File: config.mk
export PLATFORM = sky130hd
export DESIGN_NAME = bra_front
export DESIGN_NICKNAME = d
export VERILOG_FILES = /design/src/design/bra_pkg.sv /design/src/design/bra_front.sv
export SDC_FILE = /design/constraint.sdc
export NUM_CORES = 1
export LEC_CHECK = 0
export ABC_AREA = 0
export BUFFER_PORTS_ARGS = -buffer_cell sky130_fd_sc_hd__clkbuf_2
export CAP_MARGIN = 15
export CORE_AREA = 2 2 110 112
export DETAILED_ROUTE_END_ITERATION = 12
export DIE_AREA = 0 0 112 114
export PLACE_DENSITY = 0.64
export REMOVE_ABC_BUFFERS = 1
export SLEW_MARGIN = 0
export SYNTH_ARGS = -nofsm -noshare
export SYNTH_HDL_FRONTEND = slang
export SYNTH_SLANG_ARGS = --single-unit
File: constraint.sdc
create_clock -name aclk -period 7.3 [get_ports aclk]
set_clock_uncertainty 0.05 [all_clocks]
set_input_delay 1.46 -clock aclk [delete_from_list [all_inputs] [get_ports aclk]]
set_output_delay 1.46 -clock aclk [all_outputs]
set_load 0.05 [all_outputs]
File: src/design/bra_pkg.sv
// Shared constants for the bilinear corner-aligned resizer.
`timescale 1ns / 1ps
package bra_pkg;

    localparam int MAX_IN_DIM_D  = 64;
    localparam int MAX_OUT_DIM_D = 1024;
    localparam int SAMPLE_BITS_D = 16;

    localparam int WBITS = 12;

    localparam logic FUNC_LOAD    = 1'b0;
    localparam logic FUNC_REQUEST = 1'b1;

    localparam logic [1:0] REG_IN_HEIGHT  = 2'd0;
    localparam logic [1:0] REG_IN_WIDTH   = 2'd1;
    localparam logic [1:0] REG_OUT_HEIGHT = 2'd2;
    localparam logic [1:0] REG_OUT_WIDTH  = 2'd3;

    localparam int CFG_IDX_BITS  = 2;
    localparam int CFG_DATA_BITS = 11;

endpackage

File: src/design/bra_front.sv
// Front end: accepts requests, writes loads to the plane store, queues pixel jobs.
`timescale 1ns / 1ps
module bra_front #(
    parameter int MAX_IN_DIM  = bra_pkg::MAX_IN_DIM_D,
    parameter int MAX_OUT_DIM = bra_pkg::MAX_OUT_DIM_D,
    parameter int SAMPLE_BITS = bra_pkg::SAMPLE_BITS_D
) (
    input  logic                                     aclk,
    input  logic                                     aresetn,
    input  logic                                     clr,
    input  logic [$clog2(MAX_IN_DIM*MAX_IN_DIM+1)-1:0] plane_size,
    input  logic [$clog2(MAX_OUT_DIM+1)-1:0]         out_h,
    input  logic [$clog2(MAX_OUT_DIM+1)-1:0]         out_w,
    input  logic                                     in_valid,
    output logic                                     in_ready,
    input  logic                                     in_func,
    input  logic [SAMPLE_BITS-1:0]                   in_sample,
    output logic                                     st_we,
    output logic [$clog2(MAX_IN_DIM*MAX_IN_DIM)-1:0] st_waddr,
    output logic [SAMPLE_BITS-1:0]                   st_wdata,
    output logic                                     job_valid,
    input  logic                                     job_ready,
    output logic [$clog2(MAX_OUT_DIM)-1:0]           job_row,
    output logic [$clog2(MAX_OUT_DIM)-1:0]           job_col,
    output logic                                     job_last
);
    import bra_pkg::*;

    localparam int DEPTH = MAX_IN_DIM * MAX_IN_DIM;
    localparam int AW    = $clog2(DEPTH);
    localparam int PW    = $clog2(DEPTH + 1);
    localparam int OW    = $clog2(MAX_OUT_DIM);
    localparam int OD    = $clog2(MAX_OUT_DIM + 1);
    localparam int QW    = 2 * OW + 1;

    logic [AW-1:0] lp_reg, lp_next;
    logic [OW-1:0] row_reg, row_next, col_reg, col_next;
    logic          take, is_req, last_pix;
    logic [PW-1:0] lp_inc;

    // Two-entry job queue between front and back.
    logic [QW-1:0] q_reg [2];
    logic [1:0]    cnt_reg, cnt_next;
    logic          rd_ptr_reg, wr_ptr_reg;
    logic          push, pop;

    // A load waits until no pixel job is queued or being computed, so that
    // every pixel sees the store as it was when its request arrived.
    assign is_req   = (in_func == FUNC_REQUEST);
    assign in_ready = !clr && (is_req ? (cnt_reg != 2'd2) : (cnt_reg == 2'd0 && job_ready));
    assign take     = in_valid && in_ready;
    assign push     = take && is_req;
    assign pop      = job_valid && job_ready;

    // Load path writes the store directly.
    assign st_we    = take && !is_req;
    assign st_waddr = lp_reg;
    assign st_wdata = in_sample;
    assign lp_inc   = PW'(lp_reg) + PW'(1);

    always_comb begin
        lp_next = lp_reg;
        if (st_we) begin
            lp_next = (lp_inc >= plane_size) ? '0 : lp_inc[AW-1:0];
        end
    end

    // Output raster position.
    assign last_pix = (OD'(row_reg) + OD'(1) == out_h) && (OD'(col_reg) + OD'(1) == out_w);

    always_comb begin
        row_next = row_reg;
        col_next = col_reg;
        if (push) begin
            if (OD'(col_reg) + OD'(1) >= out_w) begin
                col_next = '0;
                row_next = (OD'(row_reg) + OD'(1) >= out_h) ? '0 : row_reg + OW'(1);
            end else begin
                col_next = col_reg + OW'(1);
            end
        end
    end

    always_comb begin
        cnt_next = cnt_reg;
        if (push && !pop) cnt_next = cnt_reg + 2'd1;
        if (!push && pop) cnt_next = cnt_reg - 2'd1;
    end

    always_ff @(posedge aclk) begin
        if (!aresetn || clr) begin
            lp_reg     <= '0;
            row_reg    <= '0;
            col_reg    <= '0;
            cnt_reg    <= '0;
            rd_ptr_reg <= 1'b0;
            wr_ptr_reg <= 1'b0;
        end else begin
            lp_reg  <= lp_next;
            row_reg <= row_next;
            col_reg <= col_next;
            cnt_reg <= cnt_next;
            if (push) wr_ptr_reg <= !wr_ptr_reg;
            if (pop)  rd_ptr_reg <= !rd_ptr_reg;
        end
    end

    always_ff @(posedge aclk) begin
        if (push) begin
            q_reg[wr_ptr_reg] <= {last_pix, col_reg, row_reg};
        end
    end

    assign job_valid = (cnt_reg != 2'd0);
    assign job_row   = q_reg[rd_ptr_reg][OW-1:0];
    assign job_col   = q_reg[rd_ptr_reg][2*OW-1:OW];
    assign job_last  = q_reg[rd_ptr_reg][2*OW];

endmodule

==> flow_metrics.env <==
export IMPL_rsz0062_at_grt="no"
export IMPL_tns_ps=0
export IMPL_report_final_slew_viol_count=0
export IMPL_grt_pass1_vias=3460
export IMPL_hold_viol_final=0
export IMPL_drt_iter0_drc=204
export IMPL_yosys_most_used_dff="edfxtp_1"
export IMPL_placed_area_mm2=0.00491
export IMPL_post_cts_resized=0
export IMPL_setup_viol=0
export IMPL_slew_limit_headroom=0.285
export IMPL_synth_top_cell_by_area="edfxtp_1"
export IMPL_die_h_um=114
export IMPL_met2_usage=0.261
export IMPL_worst_ep_required_time_ps=5790
export IMPL_ys_seq_elements=79
export IMPL_use_met3=0.0616
export IMPL_period_share=0.518
export IMPL_grt_pass1_wl_um=16500
export IMPL_synth_mux_area_frac=0.0524
export IMPL_busiest_layer="met2"
export IMPL_area_growth_syn_to_layout_pct=15.7
export IMPL_cp_arrival_ps=2270
export IMPL_worstSetupEndpointType="output port"
export IMPL_ir_drop_mv=0.121
export IMPL_synth_area_leaders="edfxtp_1, dfxtp_1, ha_1"
export IMPL_async_flop_share=0
export IMPL_die_w_um=112
export IMPL_via_count=3534
export IMPL_synth_top_area_frac=0.279
export IMPL_period_needed_ps=3780
export IMPL_antenna_cells=0
export IMPL_max_freq_ghz=0.265
export IMPL_vias_per_cell=5.43
export IMPL_yosysSeqAreaShare=0.443
export IMPL_cts_hold_buf=0
export IMPL_largest_reg_flops=42
export IMPL_worst_pin_slew_ps=1070
export IMPL_cts_root_buf="clkbuf_16"
export IMPL_yosysWarningCount=0
export IMPL_place_ws_ps=3360
export IMPL_status="complete, no violations"
export IMPL_h_tree_depth=3
export IMPL_layout_commonest_cell="clkbuf_2"
export IMPL_drive_gt1_frac=0.260
export IMPL_seq_area_mm2=0.00200
export IMPL_overflow=0
export IMPL_gp_congestion=0.819
export IMPL_finalWorstSetupSlack_ps=3520
export IMPL_synthXorXnorAreaFrac=0.0466
export IMPL_track_usage=0.160
export IMPL_dp_hpwl_um=7480
export IMPL_synth_compound_area_frac=0.123
export IMPL_port_buffer_count=76
export IMPL_tritoncts="built"
export IMPL_cts_buffer_depth=2
export IMPL_dp_cells=635
export IMPL_finish_instance_area_mm2=0.00522
export IMPL_grt_antenna_before_repair=0
export IMPL_clkLatencyLatePin_ps=330
export IMPL_cts_buffers=9
export IMPL_synthSimpleGateAreaFrac=0.155
export IMPL_hp_class="reg2reg"
export IMPL_layout_cells_non_filler=651
export IMPL_avgSynthCellArea_um2=10.3
export IMPL_dieArea_mm2=0.0128
export IMPL_fin_nets=595
export IMPL_fill_cells=1087
export IMPL_core_mm2=0.0117
export IMPL_synth_area_mm2=0.00452
export IMPL_cap_violations=0
export IMPL_synthDistinctLibCells=49
export IMPL_synth_edf_count=42
export IMPL_path_class="in2out"
export IMPL_drtPass1Iterations=4
export IMPL_synth_fa_ha_area_frac=0.108
export IMPL_multi_input_area_mm2=0.00220
export IMPL_cp_max_fo=4
export IMPL_cts_sinks=79
export IMPL_wl_per_cell_um=15.3
export IMPL_p_leak_nw=2.30
export IMPL_rows=40
export IMPL_wirelength_um=9950
export IMPL_syn_instance_count=440
export IMPL_most_common_layout_cells="clkbuf_2, edfxtp_1, ha_1"
export IMPL_grt_start_max_net_pins=22
export IMPL_clkTransAtPathRegs_ps=60
export IMPL_drcViolationCount=0
export IMPL_synth_top_family_by_area="simple AND/OR/NAND/NOR gates"
export IMPL_p_per_area_mw_per_mm2=191
export IMPL_io_pins=109
export IMPL_cts_setup_buffers=0
export IMPL_start_util=0.386
export IMPL_antenna_left=0
export IMPL_grt_met1_usage=0.201
export IMPL_cp_start_kind="input port"
## logic make-up (layout without fill, tap and decap cells)
group,Yosys count,count (layout)
compound gates,77,77
xor+xnor,24,24
fa+ha+maj,39,39
buf+inv,67,131
flops,79,79
mux,21,21
simple gates,133,133
## cell type report
| type | instances | area share |
|---|---|---|
| Sequential cell | 79 | 0.383 |
| Tap cell | 147 | 0.0352 |
| Timing Repair Buffer | 77 | 0.0743 |
| Clock buffer | 9 | 0.0431 |
| Multi-Input combinational cell | 294 | 0.421 |
| Inverter | 38 | 0.0273 |
| Clock inverter | 7 | 0.0161 |
## cell usage after synthesis (2+ instances only)
| cell | instances |
|---|---|
| nand3_1 | 22 |
| nand4_1 | 14 |
| buf_4 | 17 |
| xor2_1 | 15 |
| inv_2 | 2 |
| and4_1 | 2 |
| nand2_1 | 33 |
| a21o_1 | 2 |
| nand3b_1 | 3 |
| o211ai_1 | 13 |
| clkbuf_1 | 6 |
| nand2b_1 | 3 |
| buf_2 | 5 |
| or3_1 | 2 |
| a32o_1 | 6 |
| edfxtp_1 | 42 |
| o21bai_1 | 2 |
| and3_1 | 10 |
| dfxtp_1 | 37 |
| or2_2 | 5 |
| and2_1 | 2 |
| o21ai_1 | 3 |
| mux2_2 | 21 |
| inv_1 | 36 |
| o21ai_0 | 7 |
| nor3_1 | 7 |
| a21oi_1 | 24 |
| xnor2_1 | 9 |
| ha_1 | 39 |
| a31oi_1 | 5 |
| nor2_1 | 16 |
| a32o_2 | 5 |
| nor4_1 | 2 |
| nor2b_1 | 8 |
## stage by stage
| step | hold WS (ps) | total power, mW | util |
|---|---|---|---|
| CTS | 453 | 1.01 | 0.446 |
| floorplan | 417 | 0.524 | - |
| global placement | 439 | 0.545 | 0.420 |
| finish | 464 | 0.998 | 0.446 |
| detailed placement | 443 | 0.548 | 0.420 |
| global route | 490 | 1.03 | 0.446 |
## worst max-delay path: stages
cell,delay (ps)
clkbuf_2,100
nand4bb_1,190
nor2_1,200
clkbuf_2,320
## final timing paths
check | startpoint | end | slack [ps] | cells after the start
worst min-delay path | rd_ptr_reg$_SDFFE_PP0P_ | register | 460 | 2
worst max register to register | col_reg[0]$_SDFFE_PP0P_ | col_reg[8]$_SDFFE_PP0P_ | 3600 | 11
worst max-delay path | clr | st_we | 3520 | 4
worst min register to register | rd_ptr_reg$_SDFFE_PP0P_ | register | 460 | 2
## per-layer routing
| layer | up-vias | part of all wire |
|---|---|---|
| met2 | 134 | 0.47 |
| met3 | 12 | 0.082 |
| met4 | 0 | 0.013 |
| met5 | - | 0 |
| met1 | 1671 | 0.43 |
| li1 | 1717 | - |
## power by group
part / total (mW) / internal, mW / switching [mW]
Sequential: 0.471 / 0.468 / 0.00229
Combinational: 0.0671 / 0.0237 / 0.0434
Clock: 0.460 / 0.272 / 0.188
Power figures use the tool's default switching activity.
