## src/design/bra_pkg.sv

```systemverilog
// Shared constants for the bilinear corner-aligned resizer.
`timescale 1ns / 1ps
package bra_pkg;

    localparam int MAX_IN_DIM_D  = 64;
    localparam int MAX_OUT_DIM_D = 1024;
    localparam int SAMPLE_BITS_D = 16;

    localparam int WBITS = 12;

    localparam logic FUNC_LOAD    = 1'b0;
    localparam logic FUNC_REQUEST = 1'b1;

    localparam logic [1:0] REG_IN_HEIGHT  = 2'd0;
    localparam logic [1:0] REG_IN_WIDTH   = 2'd1;
    localparam logic [1:0] REG_OUT_HEIGHT = 2'd2;
    localparam logic [1:0] REG_OUT_WIDTH  = 2'd3;

    localparam int CFG_IDX_BITS  = 2;
    localparam int CFG_DATA_BITS = 11;

endpackage

```

## src/design/bra_back.sv

```systemverilog
// Back end: serial weight divisions, four-tap multiply-accumulate, round and saturate.
`timescale 1ns / 1ps
module bra_back #(
    parameter int MAX_IN_DIM  = bra_pkg::MAX_IN_DIM_D,
    parameter int MAX_OUT_DIM = bra_pkg::MAX_OUT_DIM_D,
    parameter int SAMPLE_BITS = bra_pkg::SAMPLE_BITS_D
) (
    input  logic                                     aclk,
    input  logic                                     aresetn,
    input  logic [$clog2(MAX_IN_DIM+1)-1:0]          in_h,
    input  logic [$clog2(MAX_IN_DIM+1)-1:0]          in_w,
    input  logic [$clog2(MAX_OUT_DIM+1)-1:0]         out_h,
    input  logic [$clog2(MAX_OUT_DIM+1)-1:0]         out_w,
    input  logic                                     job_valid,
    output logic                                     job_ready,
    input  logic [$clog2(MAX_OUT_DIM)-1:0]           job_row,
    input  logic [$clog2(MAX_OUT_DIM)-1:0]           job_col,
    input  logic                                     job_last,
    output logic [$clog2(MAX_IN_DIM*MAX_IN_DIM)-1:0] st_raddr,
    input  logic [SAMPLE_BITS-1:0]                   st_rdata,
    output logic                                     out_valid,
    input  logic                                     out_ready,
    output logic [SAMPLE_BITS-1:0]                   out_pixel,
    output logic                                     out_last
);
    import bra_pkg::*;

    localparam int IW  = $clog2(MAX_IN_DIM + 1);
    localparam int IX  = $clog2(MAX_IN_DIM);
    localparam int OW  = $clog2(MAX_OUT_DIM);
    localparam int OD  = $clog2(MAX_OUT_DIM + 1);
    localparam int AW  = $clog2(MAX_IN_DIM * MAX_IN_DIM);
    // Numerator o*(in-1) and quotient widths.
    localparam int NW  = OW + IW;
    // Remainder scaled: rem*2^13 + den needs OD+14 bits; quotient <= 4096.
    localparam int RW  = OD + WBITS + 2;
    localparam int WW  = WBITS + 1;
    localparam int PRW = 2 * WW;
    localparam int ACW = SAMPLE_BITS + PRW + 3;

    localparam logic [3:0] S_IDLE  = 4'd0;
    localparam logic [3:0] S_DIVQ  = 4'd1;
    localparam logic [3:0] S_DIVW  = 4'd2;
    localparam logic [3:0] S_AXIS  = 4'd3;
    localparam logic [3:0] S_TAP   = 4'd4;
    localparam logic [3:0] S_ROUND = 4'd5;

    logic [3:0]       st_reg, st_next;
    logic             axis_reg;            // 0 = rows, 1 = columns
    logic [4:0]       bit_reg;
    logic [NW-1:0]    num_reg;
    logic [NW-1:0]    quo_reg;
    logic [OD-1:0]    rem_reg;
    logic [RW-1:0]    dn_reg;
    logic [RW-1:0]    wr_reg;              // running remainder for weight division
    logic [WW-1:0]    wq_reg;
    logic [OW-1:0]    col_hold_reg;
    logic             last_hold_reg;
    logic [IX-1:0]    h1_reg, w1_reg;
    logic [WW-1:0]    wh_reg, ww_reg;
    logic [2:0]       tap_reg;
    logic [PRW-1:0]   wprod_reg;
    logic [ACW-1:0]   acc_reg;
    logic             out_valid_reg;
    logic [SAMPLE_BITS-1:0] pix_reg;
    logic             last_reg;

    logic [IW-1:0]    in_sz;
    logic [OD-1:0]    out_sz, den;
    logic [OD:0]      trial;
    logic [OD-1:0]    rem_step;
    logic [NW-1:0]    quo_step;
    logic [RW:0]      wtrial;
    logic             hp, wp;
    logic [IX-1:0]    tr, tc;
    logic [WW-1:0]    wa, wb;
    logic signed [ACW-1:0] tprod;
    logic signed [ACW-1:0] rnd;
    logic signed [ACW-WBITS*2-1:0] qv;
    logic [IX-1:0]    idx_clamp;
    logic [WW-1:0]    w1_clamp;

    // Bit b of the weight dividend rem*2^(WBITS+1) + den, taken from live registers.
    function automatic logic dividend_bit(input logic [4:0] b);
        logic [RW-1:0] d;
        d = (RW'(rem_reg) << (WBITS + 1)) + RW'(den);
        return d[b];
    endfunction

    assign in_sz  = axis_reg ? in_w : in_h;
    assign out_sz = axis_reg ? out_w : out_h;
    assign den    = out_sz - OD'(1);

    // One restoring division step for the integer position.
    assign trial    = {rem_reg, num_reg[NW-1]} - {1'b0, den};
    assign rem_step = trial[OD] ? {rem_reg[OD-2:0], num_reg[NW-1]} : trial[OD-1:0];
    assign quo_step = {quo_reg[NW-2:0], !trial[OD]};
    // One restoring step for the weight: (rem*2^13 + den) / (2*den).
    assign wtrial = {wr_reg, 1'b0} - {1'b0, dn_reg};

    assign idx_clamp = (quo_reg >= NW'(in_sz)) ? IX'(in_sz - IW'(1)) : quo_reg[IX-1:0];
    assign w1_clamp  = (wq_reg > WW'(1 << WBITS)) ? WW'(1 << WBITS) : wq_reg;

    assign hp = (IW'(h1_reg) + IW'(1) < in_h);
    assign wp = (IW'(w1_reg) + IW'(1) < in_w);

    // Tap select: bit 1 picks the far row, bit 0 the far column.
    assign tr = h1_reg + ((tap_reg[1] && hp) ? IX'(1) : IX'(0));
    assign tc = w1_reg + ((tap_reg[0] && wp) ? IX'(1) : IX'(0));
    assign wa = tap_reg[1] ? wh_reg : WW'(1 << WBITS) - wh_reg;
    assign wb = tap_reg[0] ? ww_reg : WW'(1 << WBITS) - ww_reg;
    assign st_raddr = AW'(tr) * AW'(in_w) + AW'(tc);

    // Store data arrives in the cycle after the address; wprod_reg aligns with it.
    assign tprod = ACW'($signed(st_rdata)) * $signed({1'b0, wprod_reg});
    assign rnd   = $signed(acc_reg) + $signed(ACW'(1 << (2 * WBITS - 1)));
    assign qv    = rnd[ACW-1:2*WBITS];

    assign job_ready = (st_reg == S_IDLE);

    always_comb begin
        st_next = st_reg;
        case (st_reg)
            S_IDLE:  if (job_valid) st_next = S_DIVQ;
            S_DIVQ:  if (out_sz <= OD'(1)) st_next = S_AXIS;
                     else if (bit_reg == 5'd0) st_next = S_DIVW;
            S_DIVW:  if (bit_reg == 5'd0) st_next = S_AXIS;
            S_AXIS:  st_next = axis_reg ? S_TAP : S_DIVQ;
            S_TAP:   if (tap_reg == 3'd4) st_next = S_ROUND;
            S_ROUND: if (!out_valid_reg || out_ready) st_next = S_IDLE;
            default: st_next = S_IDLE;
        endcase
    end

    always_ff @(posedge aclk) begin
        if (!aresetn) begin
            st_reg        <= S_IDLE;
            out_valid_reg <= 1'b0;
        end else begin
            st_reg <= st_next;
            if (st_reg == S_ROUND && (!out_valid_reg || out_ready)) out_valid_reg <= 1'b1;
            else if (out_ready) out_valid_reg <= 1'b0;
        end
    end

    // Datapath registers.
    always_ff @(posedge aclk) begin
        case (st_reg)
            S_IDLE: begin
                axis_reg      <= 1'b0;
                col_hold_reg  <= job_col;
                last_hold_reg <= job_last;
                num_reg       <= NW'(job_row) * NW'(in_h - IW'(1));
                rem_reg       <= '0;
                quo_reg       <= '0;
                bit_reg       <= 5'(NW - 1);
            end
            S_DIVQ: begin
                if (out_sz <= OD'(1)) begin
                    quo_reg <= '0;
                    wq_reg  <= '0;
                end else begin
                    rem_reg <= rem_step;
                    quo_reg <= quo_step;
                    if (bit_reg == 5'd0) begin
                        // Weight division dividend rem*2^13+den, shifted in MSB first.
                        wr_reg  <= '0;
                        dn_reg  <= RW'({den, 1'b0});
                        wq_reg  <= '0;
                        bit_reg <= 5'(RW - 1);
                        num_reg <= '0;
                    end else begin
                        num_reg <= {num_reg[NW-2:0], 1'b0};
                        bit_reg <= bit_reg - 5'd1;
                    end
                end
            end
            S_DIVW: begin
                // Divisor is even, so the subtraction can ignore the incoming bit.
                if (!wtrial[RW]) begin
                    wr_reg <= wtrial[RW-1:0] | RW'(dividend_bit(bit_reg));
                    wq_reg <= {wq_reg[WW-2:0], 1'b1};
                end else begin
                    wr_reg <= {wr_reg[RW-2:0], dividend_bit(bit_reg)};
                    wq_reg <= {wq_reg[WW-2:0], 1'b0};
                end
                bit_reg <= bit_reg - 5'd1;
            end
            S_AXIS: begin
                if (!axis_reg) begin
                    h1_reg  <= idx_clamp;
                    wh_reg  <= w1_clamp;
                    axis_reg <= 1'b1;
                    num_reg <= NW'(col_hold_reg) * NW'(in_w - IW'(1));
                    rem_reg <= '0;
                    quo_reg <= '0;
                    wq_reg  <= '0;
                    bit_reg <= 5'(NW - 1);
                end else begin
                    w1_reg  <= idx_clamp;
                    ww_reg  <= w1_clamp;
                    tap_reg <= '0;
                    acc_reg <= '0;
                end
            end
            S_TAP: begin
                tap_reg   <= tap_reg + 3'd1;
                wprod_reg <= PRW'(wa) * PRW'(wb);
                if (tap_reg != 3'd0) acc_reg <= acc_reg + tprod;
            end
            S_ROUND: begin
                if (!out_valid_reg || out_ready) begin
                    last_reg <= last_hold_reg;
                    if (qv > $signed((ACW-2*WBITS)'((1 << (SAMPLE_BITS - 1)) - 1)))
                        pix_reg <= {1'b0, {(SAMPLE_BITS-1){1'b1}}};
                    else if (qv < -$signed((ACW-2*WBITS)'(1 << (SAMPLE_BITS - 1))))
                        pix_reg <= {1'b1, {(SAMPLE_BITS-1){1'b0}}};
                    else
                        pix_reg <= qv[SAMPLE_BITS-1:0];
                end
            end
            default: ;
        endcase
    end

    assign out_valid = out_valid_reg;
    assign out_pixel = pix_reg;
    assign out_last  = last_reg;

endmodule

```

## config.mk

```make
export PLATFORM = sky130hd
export DESIGN_NAME = bra_back
export DESIGN_NICKNAME = d
export VERILOG_FILES = /design/src/design/bra_pkg.sv /design/src/design/bra_back.sv
export SDC_FILE = /design/constraint.sdc
export NUM_CORES = 2
export LEC_CHECK = 0
export BUFFER_PORTS_ARGS = -buffer_cell sky130_fd_sc_hd__buf_4
export CAP_MARGIN = 20
export CORE_ASPECT_RATIO = 2
export CORE_MARGIN = 2
export CORE_UTILIZATION = 30
export DETAILED_ROUTE_END_ITERATION = 10
export GPL_TIMING_DRIVEN = 0
export PLACE_DENSITY_LB_ADDON = 0.05
export RECOVER_POWER = 25
export SYNTH_ARGS = -nofsm -noshare
export SYNTH_HDL_FRONTEND = slang
export SYNTH_SLANG_ARGS = --single-unit
```

## constraint.sdc

```tcl
create_clock -name aclk -period 26 [get_ports aclk]
set_input_delay 1.3 -clock aclk [delete_from_list [all_inputs] [get_ports aclk]]
set_output_delay 1.3 -clock aclk [all_outputs]
set_load 0.02 [all_outputs]
```

==> results_dict.tcl <==
set metrics [dict create \
    postCtsSetupRepairBufs 0 \
    final_layout_size_suffix_gt1_share_pct 3.94 \
    cts_resized 0 \
    yosysSeqAreaShare_pct 18.0 \
    vias 30419 \
    routed_wl_um 143000 \
    yosys.cell_types.count 78 \
    layout_worst_path_cycle_share_pct 43.6 \
    netlist_area_um2 40500 \
    maxCapViolations 0 \
    ys.flop_type "edfxtp_1" \
    setup_tns_ns 0 \
    worst_ep_arrival_time_ns 11.71 \
    dp_cells 6271 \
    path_max_fanout 10 \
    register_area_um2 7290 \
    initialDrtViolationCount 1177 \
    report.final.slew_viol_count 0 \
    area_delta_synth_final_pct 10.1 \
    clkTransAtPathRegs_ns 0.07 \
    slowest_stage "clkbuf_1" \
    postCtsHoldBufs 0 \
    synth_cells 4425 \
    initial_utilization_pct 30.2 \
    cts.htree.levels 1 \
    numPortBuffers 100 \
    synthTopCellsByArea "fa_1 (29%), edfxtp_1 (18%), ha_1 (13%)" \
    relSlewSlack_pct 16.3 \
    rsz0062_at_grt "false" \
    yosys.area.top_type_share_pct 28.6 \
    grt_max_degree 26 \
    syn_avg_cell_area_um2 9.15 \
    cp.buffers_inverters 8 \
    critPathTopFamily "adder cells" \
    pre_cts_slack_ns 13.92 \
    wl_per_cell_um 22.6 \
    layoutNonFillerInstCount 6322 \
    syn_nets 5507 \
    gp_congestion 0.868 \
    timing.hold.ws_ns 0.439 \
    fp.dieArea_um2 138000 \
    max_freq_ghz 0.0881 \
    dpl.hpwl_um 125000 \
    antenna_found_initial 3 \
    die_y_um 523 \
    worst_clock_skew_ns 0.0219 \
    setup_viol_count_final 0 \
    die_w_um 264 \
    multiInputGateArea_um2 29600 \
    crit_type "in2reg" \
    hold_class "reg2reg" \
    post-route-drc-count 0 \
    antenna_left 0 \
    cp.required_ns 26.37 \
    vias_per_cell 4.81 \
    nets 5654 \
    synth-seq-cells 244 \
    synth_area_leader_cell "fa_1" \
    cp_common_cell "fa_1" \
    hold_viol_final 0 \
    grt_util_all_layers_pct 21.0 \
    cp-start-kind "input port" \
    synthArstFlopShare_pct 0 \
    ios 108 \
    cts_tree "yes" \
    n_fill_cell 14298 \
    grt_pass1_vias 33877 \
    synth_enable_flop_cells 240 \
    clockBufferDepth 3 \
    fin_crit_ns 11.35 \
    finalWorstSetupSlack_ns 14.65 \
    yosysWarnings 0 \
    row_count 190 \
    cts-root-buf "clkbuf_16" \
    cts.sinks 244 \
    grt_pass1_wl_um 214000 \
    tightest_slew_ns 1.26 \
    core_area_um2 134000 \
    first_pass_iters 5 \
    slowest_delay_ns 0.97 \
    endpoint_kind "flop" \
    status "complete, no violations" \
    numCtsBuffers 27 \
    overflow 0 \
    insertion_delay_ns 0.61 \
    largest_register_ffs 45 \
]
## cell type report
| type | instances | area share [%] |
|---|---|---|
| multi-input combinational | 3215 | 66.5 |
| sequential | 244 | 16.4 |
| inverter | 828 | 6.98 |
| tap | 1728 | 4.85 |
| timing repair buffer | 118 | 1.92 |
| clock buffer | 32 | 1.65 |
| buffer | 138 | 1.17 |
| clock inverter | 18 | 0.570 |
| antenna | 1 | 0.00562 |
## Yosys cell counts (all sizes together) (14+ instances only)
cell type  count
nor3          42
clkbuf       130
nand3         64
nand2b        61
nand4         14
nor2b         79
a31oi         14
or3           26
and2         267
xor2          93
nor2         216
o211ai        15
a21oi        163
ha           426
o31ai         14
edfxtp       240
or4           18
a211oi        16
mux2i         20
a21boi        16
o21bai        17
fa           579
o21ai        133
nor4          14
o21a          24
xnor2        134
nand2        556
a21o          68
and3          23
inv          827
## routing by layer
metal  wire [µm]  GRT usage [%]  vias to the layer above
li1            -              -                    14400
met1       42400           17.5                    15411
met2       91200           47.7                      392
met3        2230           1.13                      216
met4        7380           9.51                        0
met5           0              0                        -
## placed cells by master, fill, tap and decap left out, types with 7 or more instances in the layout
| cell | count |
|---|---|
| inv_1 | 821 |
| fa_1 | 579 |
| nand2_1 | 556 |
| ha_1 | 426 |
| and2_1 | 254 |
| edfxtp_1 | 240 |
| nor2_1 | 214 |
| a21oi_1 | 161 |
| clkbuf_1 | 156 |
| xnor2_1 | 133 |
| o21ai_1 | 101 |
| xor2_1 | 93 |
| buf_4 | 79 |
| nor2b_1 | 78 |
| a21o_1 | 68 |
| nand3_1 | 63 |
| nand2b_1 | 61 |
| nor3_1 | 41 |
| o21ai_0 | 31 |
| clkbuf_16 | 27 |
| or3_1 | 26 |
| o21a_1 | 24 |
| and3_1 | 23 |
| mux2i_1 | 20 |
| o21bai_1 | 17 |
| or4_1 | 17 |
| o211ai_1 | 15 |
| a211oi_1 | 15 |
| a31oi_1 | 14 |
| a21boi_1 | 14 |
| nor4_1 | 14 |
| nand4_1 | 14 |
| o31ai_1 | 13 |
| and2_0 | 12 |
| a211o_1 | 8 |
| clkbuf_4 | 7 |
## per-stage QoR
step	util [%]	cell area, µm²
after floorplan	-	40500
after global placement	32.4	43400
after detailed placement	32.6	43700
after CTS	33.3	44700
after global routing	33.2	44600
final	33.2	44600
## cells by family (layout without fill, tap and decap cells)
| group | Yosys count | after routing | synth area share [%] |
|---|---|---|---|
| flops | 244 | 244 | 18.0 |
| other cells | 0 | 1 | 0 |
| xor+xnor | 228 | 228 | 4.97 |
| simple gates | 1405 | 1405 | 16.8 |
| compound gates | 544 | 544 | 8.48 |
| mux | 33 | 33 | 0.995 |
| fa+ha+maj | 1005 | 1005 | 41.8 |
| buf+inv | 966 | 1134 | 8.97 |
## path summary, 6_finish.rpt
kind | start | end | slack (ns) | cells past startpoint
setup / recovery | st_rdata[9] | acc_reg[44] | 14.65 | 35
hold / removal | last_hold_reg | out_last | 0.44 | 0
setup reg to reg | wprod_reg[12] | acc_reg[44] | 15.53 | 33
hold reg to reg | last_hold_reg | out_last | 0.44 | 0
Power is not shown: default switching activity piles up to over one toggle a cycle in this logic, so the estimate is an artifact.
